### src/hw/rtl/bct_pkg.sv
`default_nettype none
package bct_pkg;

	localparam int NUM_BLOCKS_DEF = 64;
	localparam int FILE_W  = 16;
	localparam int BLOCK_W = 36;
	localparam int SLOT_W  = 6;

	// request function codes
	localparam logic [1:0] FUNC_READ  = 2'd0;
	localparam logic [1:0] FUNC_WRITE = 2'd1;
	localparam logic [1:0] FUNC_FLUSH = 2'd2;
	localparam logic [1:0] FUNC_PURGE = 2'd3;

	typedef struct packed {
		logic [1:0]         func;
		logic [FILE_W-1:0]  file_id;
		logic [BLOCK_W-1:0] block_number;
	} req_t;

	typedef struct packed {
		logic               hit;
		logic [SLOT_W-1:0]  slot;
		logic               victim_valid;
		logic               writeback;
		logic [FILE_W-1:0]  victim_file;
		logic [BLOCK_W-1:0] victim_block;
		logic               last;
	} rsp_t;

	// broadcast control from the sequencer to every cell
	typedef struct packed {
		logic [FILE_W-1:0]  file;
		logic [BLOCK_W-1:0] block;
		logic               upd;
		logic               hit;
		logic               write;
		logic               mark;
		logic               purge;
	} cell_ctl_t;

	// per-cell status seen by the sequencer
	typedef struct packed {
		logic               valid;
		logic               dirty;
		logic [FILE_W-1:0]  file;
		logic [BLOCK_W-1:0] block;
		logic               match;
		logic               pend;
	} cell_st_t;

endpackage
`default_nettype wire

### src/hw/rtl/bct_cell.sv
`default_nettype none
module bct_cell #(
	parameter int NUM_BLOCKS = bct_pkg::NUM_BLOCKS_DEF,
	parameter int RANK_INIT  = 0,
	localparam int IW = $clog2(NUM_BLOCKS)
) (
	input  wire                 clk,
	input  wire                 arst_n,
	input  bct_pkg::cell_ctl_t  ctl,
	input  wire                 sel,
	input  wire                 act,
	input  wire  [IW-1:0]       sel_rank,
	input  wire                 above_in,
	output bct_pkg::cell_st_t   st,
	output logic [IW-1:0]       rank,
	output logic                above_out
);
	import bct_pkg::*;

	logic               valid_q;
	logic               dirty_q;
	logic               pend_q;
	logic [FILE_W-1:0]  file_q;
	logic [BLOCK_W-1:0] block_q;
	logic [IW-1:0]      rank_q;
	logic               file_eq;

	// own tag compare
	assign file_eq = (file_q == ctl.file);

	always_comb begin
		st.valid = valid_q;
		st.dirty = dirty_q;
		st.file  = file_q;
		st.block = block_q;
		st.match = valid_q && file_eq && (block_q == ctl.block);
		st.pend  = pend_q;
	end

	assign rank = rank_q;

	// pending chain down from the upper slots: high if this or any higher slot is pending
	assign above_out = pend_q | above_in;

	// slot state
	always_ff @(posedge clk or negedge arst_n) begin
		if (!arst_n) begin
			valid_q <= 1'b0;
			dirty_q <= 1'b0;
			pend_q  <= 1'b0;
			file_q  <= '0;
			block_q <= '0;
			rank_q  <= IW'(RANK_INIT);
		end else begin
			if (ctl.upd) begin
				if (sel) begin
					rank_q  <= '0;
					valid_q <= 1'b1;
					file_q  <= ctl.file;
					block_q <= ctl.block;
					dirty_q <= ctl.write | (ctl.hit & dirty_q);
				end else if (rank_q < sel_rank) begin
					rank_q <= rank_q + 1'b1;
				end
			end
			if (ctl.mark) begin
				pend_q <= valid_q && file_eq && (ctl.purge || dirty_q);
			end
			if (act) begin
				pend_q  <= 1'b0;
				dirty_q <= 1'b0;
				if (ctl.purge) begin
					valid_q <= 1'b0;
					file_q  <= '0;
					block_q <= '0;
				end
			end
		end
	end

endmodule
`default_nettype wire

### config.mk
export PLATFORM = sky130hd
export DESIGN_NAME = bct_cell
export DESIGN_NICKNAME = d
export VERILOG_FILES = /design/src/hw/rtl/bct_pkg.sv /design/src/hw/rtl/bct_cell.sv
export SDC_FILE = /design/constraint.sdc
export NUM_CORES = 1
export LEC_CHECK = 0
export ABC_AREA = 1
export BUFFER_PORTS_ARGS = -buffer_cell sky130_fd_sc_hd__buf_2
export CORE_MARGIN = 2
export CORE_UTILIZATION = 50
export CTS_CLUSTER_DIAMETER = 60
export DETAILED_ROUTE_END_ITERATION = 12
export GPL_ROUTABILITY_DRIVEN = 0
export MAX_ROUTING_LAYER = met4
export PLACE_DENSITY_LB_ADDON = 0.08
export SYNTH_ARGS = -nofsm -noshare
export SYNTH_HDL_FRONTEND = slang
export SYNTH_SLANG_ARGS = --single-unit
### constraint.sdc
create_clock -name clk -period 1.9 [get_ports clk]
set_input_delay 0.285 -clock clk [delete_from_list [all_inputs] [get_ports clk]]
set_output_delay 0.285 -clock clk [all_outputs]
set_load 0.1 [all_outputs]
==> results.json <==
{
  "cp_data_arrival_time_ns": 1.80,
  "reg2reg_depth": 7,
  "p_int_mw": 2.724,
  "netlist_instances": 482,
  "grt_pass1_wl_um": 14790,
  "fillers": 593,
  "status": "finished, violations left",
  "vdd_drop_max_mv": 0.6167,
  "rsz0062_at_grt": "true",
  "drtIter0Drc": 161,
  "violations": "negative setup slack",
  "cts_buffers": 9,
  "cellPowerDensity_nw_per_um2": 1021,
  "grt_overflow_total": 0,
  "htreeDepth": 3,
  "grt_max_degree": 52,
  "die_area_um2": 7839,
  "cp-start-kind": "flop",
  "slowest_delay_ns": 0.48,
  "finalPower_mw": 4.918,
  "p_leak_nw": 2.428,
  "synth_nets": 556,
  "die_x_um": 88.54,
  "route.vias.total": 3575,
  "antenna_found_initial": 0,
  "place_hpwl_um": 6782,
  "first_global_vias": 3391,
  "min_to": "dirty_q",
  "avgSynthCellArea_um2": 7.414,
  "worstPathMaxFanout": 4,
  "start_util": 0.5202,
  "skew_ns": 0.007938,
  "crit_top_cell": "nor2_1",
  "cts.path.max_buffers": 2,
  "drive_gt1_frac": 0.3890,
  "holdPathStages": 2,
  "cts-root-buf": "clkbuf_8",
  "slowest_stage": "dfrtp_4",
  "drv_slew": 0,
  "p_sw_mw": 2.194,
  "drc": 0,
  "setup_ws_ns": -0.1837,
  "clk_pin_slew_ns": 0.07,
  "cts.sinks": 61,
  "worstHoldStart": "act",
  "synth_cell_types": 26,
  "endpoint_kind": "output pin",
  "switching_share": 0.4461,
  "syn_area_um2": 3573,
  "wl_per_cell_um": 13.26,
  "rrSetupSlack_ns": 0.30,
  "drt-vias-per-instance": 5.014,
  "dpl_worst_slack_ns": 0.09288,
  "yosys_register_bits": 61,
  "grt.total_usage": 0.2506,
  "seq_area_frac_synth": 0.4272,
  "p_comb_frac": 0.393,
  "wirelength_um": 9451,
  "row_count": 30,
  "die_h_um": 88.54,
  "fin_area_um2": 4818,
  "worstReg2RegEnd": "rank[4]",
  "first_pass_iters": 4,
  "drv_cap": 0,
  "core-area_um2": 6869,
  "layout_min_cycle_time_ns": 2.084,
  "port_buffers": 130,
  "seqPwrFrac": 0.334,
  "antenna_left": 0,
  "cts_tree": "built",
  "yosysWarnings": 0,
  "hold_class": "input port to flop",
  "insertion_delay_ns": 0.35,
  "min_period_over_period": 1.097,
  "relSlewSlack": 0.6634,
  "syn_to_final_growth_pct": 34.84,
  "dpl_cell_area_um2": 4478,
  "path_cells": "inv_1 -> nor2_1 -> nor3b_1 -> nand2_1 -> nor2_1 -> nand3_2 -> nor2_4 -> buf_12",
  "tightest_slew_ns": 0.5084,
  "finalSetupViolations": 1,
  "fmax_mhz": 479.9,
  "layout.nets": 686,
  "critPathKind": "flop to output pin",
  "hold_viol_final": 0,
  "ios": 131,
  "antennaDiodeCount": 0,
  "r2r_start": "rank[1]",
  "critical_path_required_ns": 1.62,
  "clockPowerShare": 0.273
}
==> synth_stat cells <==
cell,number,area share
nand2_2,3,0.0053
dfrtp_1,61,0.43
o22ai_1,3,0.0053
o21ai_0,56,0.078
o21ai_1,5,0.0070
nor2_1,82,0.086
a21boi_1,1,0.0021
nand3_1,14,0.020
o21bai_1,1,0.0021
clkbuf_1,9,0.0095
inv_1,58,0.061
xnor2_1,24,0.059
o21a_1,1,0.0021
inv_2,1,0.0010
buf_6,7,0.022
a21oi_1,33,0.046
nand4_1,8,0.014
buf_4,3,0.0063
o21ai_2,1,0.0025
nor3b_1,3,0.0063
nand2_1,94,0.099
ha_1,6,0.021
xor2_1,3,0.0074
or2_2,3,0.0053
nand3b_1,1,0.0021
o211a_1,1,0.0028
==> layer usage <==
metal	global-route usage	vias up	part of all wire
li1	-	1787	-
met1	0.2924	1666	0.43
met2	0.4197	103	0.50
met3	0.05317	19	0.056
met4	0.1047	0	0.018
met5	-	-	0
==> cell usage in the layout (no fill, tap or decap), types with 6 or more instances in the layout <==
master,n
a21oi_1,33
buf_2,129
clkbuf_8,11
dfrtp_2,15
dfrtp_4,42
ha_1,6
inv_1,53
inv_2,6
nand2_1,94
nand3_1,11
nand4_1,8
nor2_1,77
o21ai_0,56
xnor2_1,15
xnor2_2,9
==> kinds of logic (layout without fill, tap and decap cells) <==
group	count (synthesis)	in the layout	share of synthesized area
buffers and inverters	78	213	0.09979
adder cells (fa/ha/maj)	6	6	0.02101
AO/OA/AOI/OAI	102	102	0.1485
XOR/XNOR	27	27	0.06618
flip-flops	61	61	0.4272
AND/OR/NAND/NOR	208	208	0.2374
==> power by group through the flow <==
stage	sequential (mW)	combinational, mW	clock (mW)
3_3_place_gp	1.65	1.88	0
3_5_place_dp	1.66	1.90	0
6_report	1.64	1.93	1.34
2_1_floorplan	2.67	0.509	0
5_1_grt	1.66	2.05	1.40
4_1_cts	1.64	1.92	1.35
==> sequential cells by signal, summed over array words and instances, names as in the netlist <==
register	flops
valid_q	1
rank	6
dirty_q	1
pend_q	1
block_q	36
file_q	16
==> what timing repair did <==
action	in CTS	in global routing
gates resized for setup	3	15
hold buffers	1	0
hold endpoints to repair	19	0
endpoints found under the setup margin	1	1
buffers inserted	1	0
pin swaps	4	5
==> worst max path at each step <==
| stage | from | end | slack (ns) | cells past startpoint |
|---|---|---|---|---|
| after floorplan | block_q[10] | st[1] | -0.08 | 8 |
| after global placement | block_q[1] | st[1] | 0.09 | 8 |
| after detailed placement | block_q[1] | st[1] | 0.09 | 8 |
| after CTS | block_q[1] | st[1] | -0.22 | 8 |
| after global routing | file_q[4] | st[1] | -0.29 | 8 |
| final | file_q[4] | st[1] | -0.18 | 8 |
==> cell type report <==
cell class / count / area, um2 / share of cell area
clock buffer: 12 / 155.1 / 0.03220
clock inverter: 4 / 70.07 / 0.01454
inverter: 59 / 221.5 / 0.04596
multi-input combinational: 343 / 1795 / 0.3726
sequential: 61 / 1703 / 0.3534
tap: 96 / 120.1 / 0.02493
timing repair buffer: 138 / 753.2 / 0.1563
==> through the flow <==
stage	util	instances	TNS (ns)	hold WS [ns]
after floorplan	-	482	-0.07846	-0.01059
after global placement	0.6519	695	0	0.2786
after detailed placement	0.6519	695	0	0.2850
after CTS	0.6905	713	-0.2206	0.1099
after global routing	0.7015	713	-0.2870	0.1194
final	0.7015	713	-0.1837	0.1194
==> critical path, delay by kind of cell, from the launching register on <==
| family | cells | cell delay (ns) |
|---|---|---|
| buf+inv | 2 | 0.25 |
| flops | 1 | 0.48 |
| simple gates | 6 | 0.71 |
(Power assumes the default switching activity.)
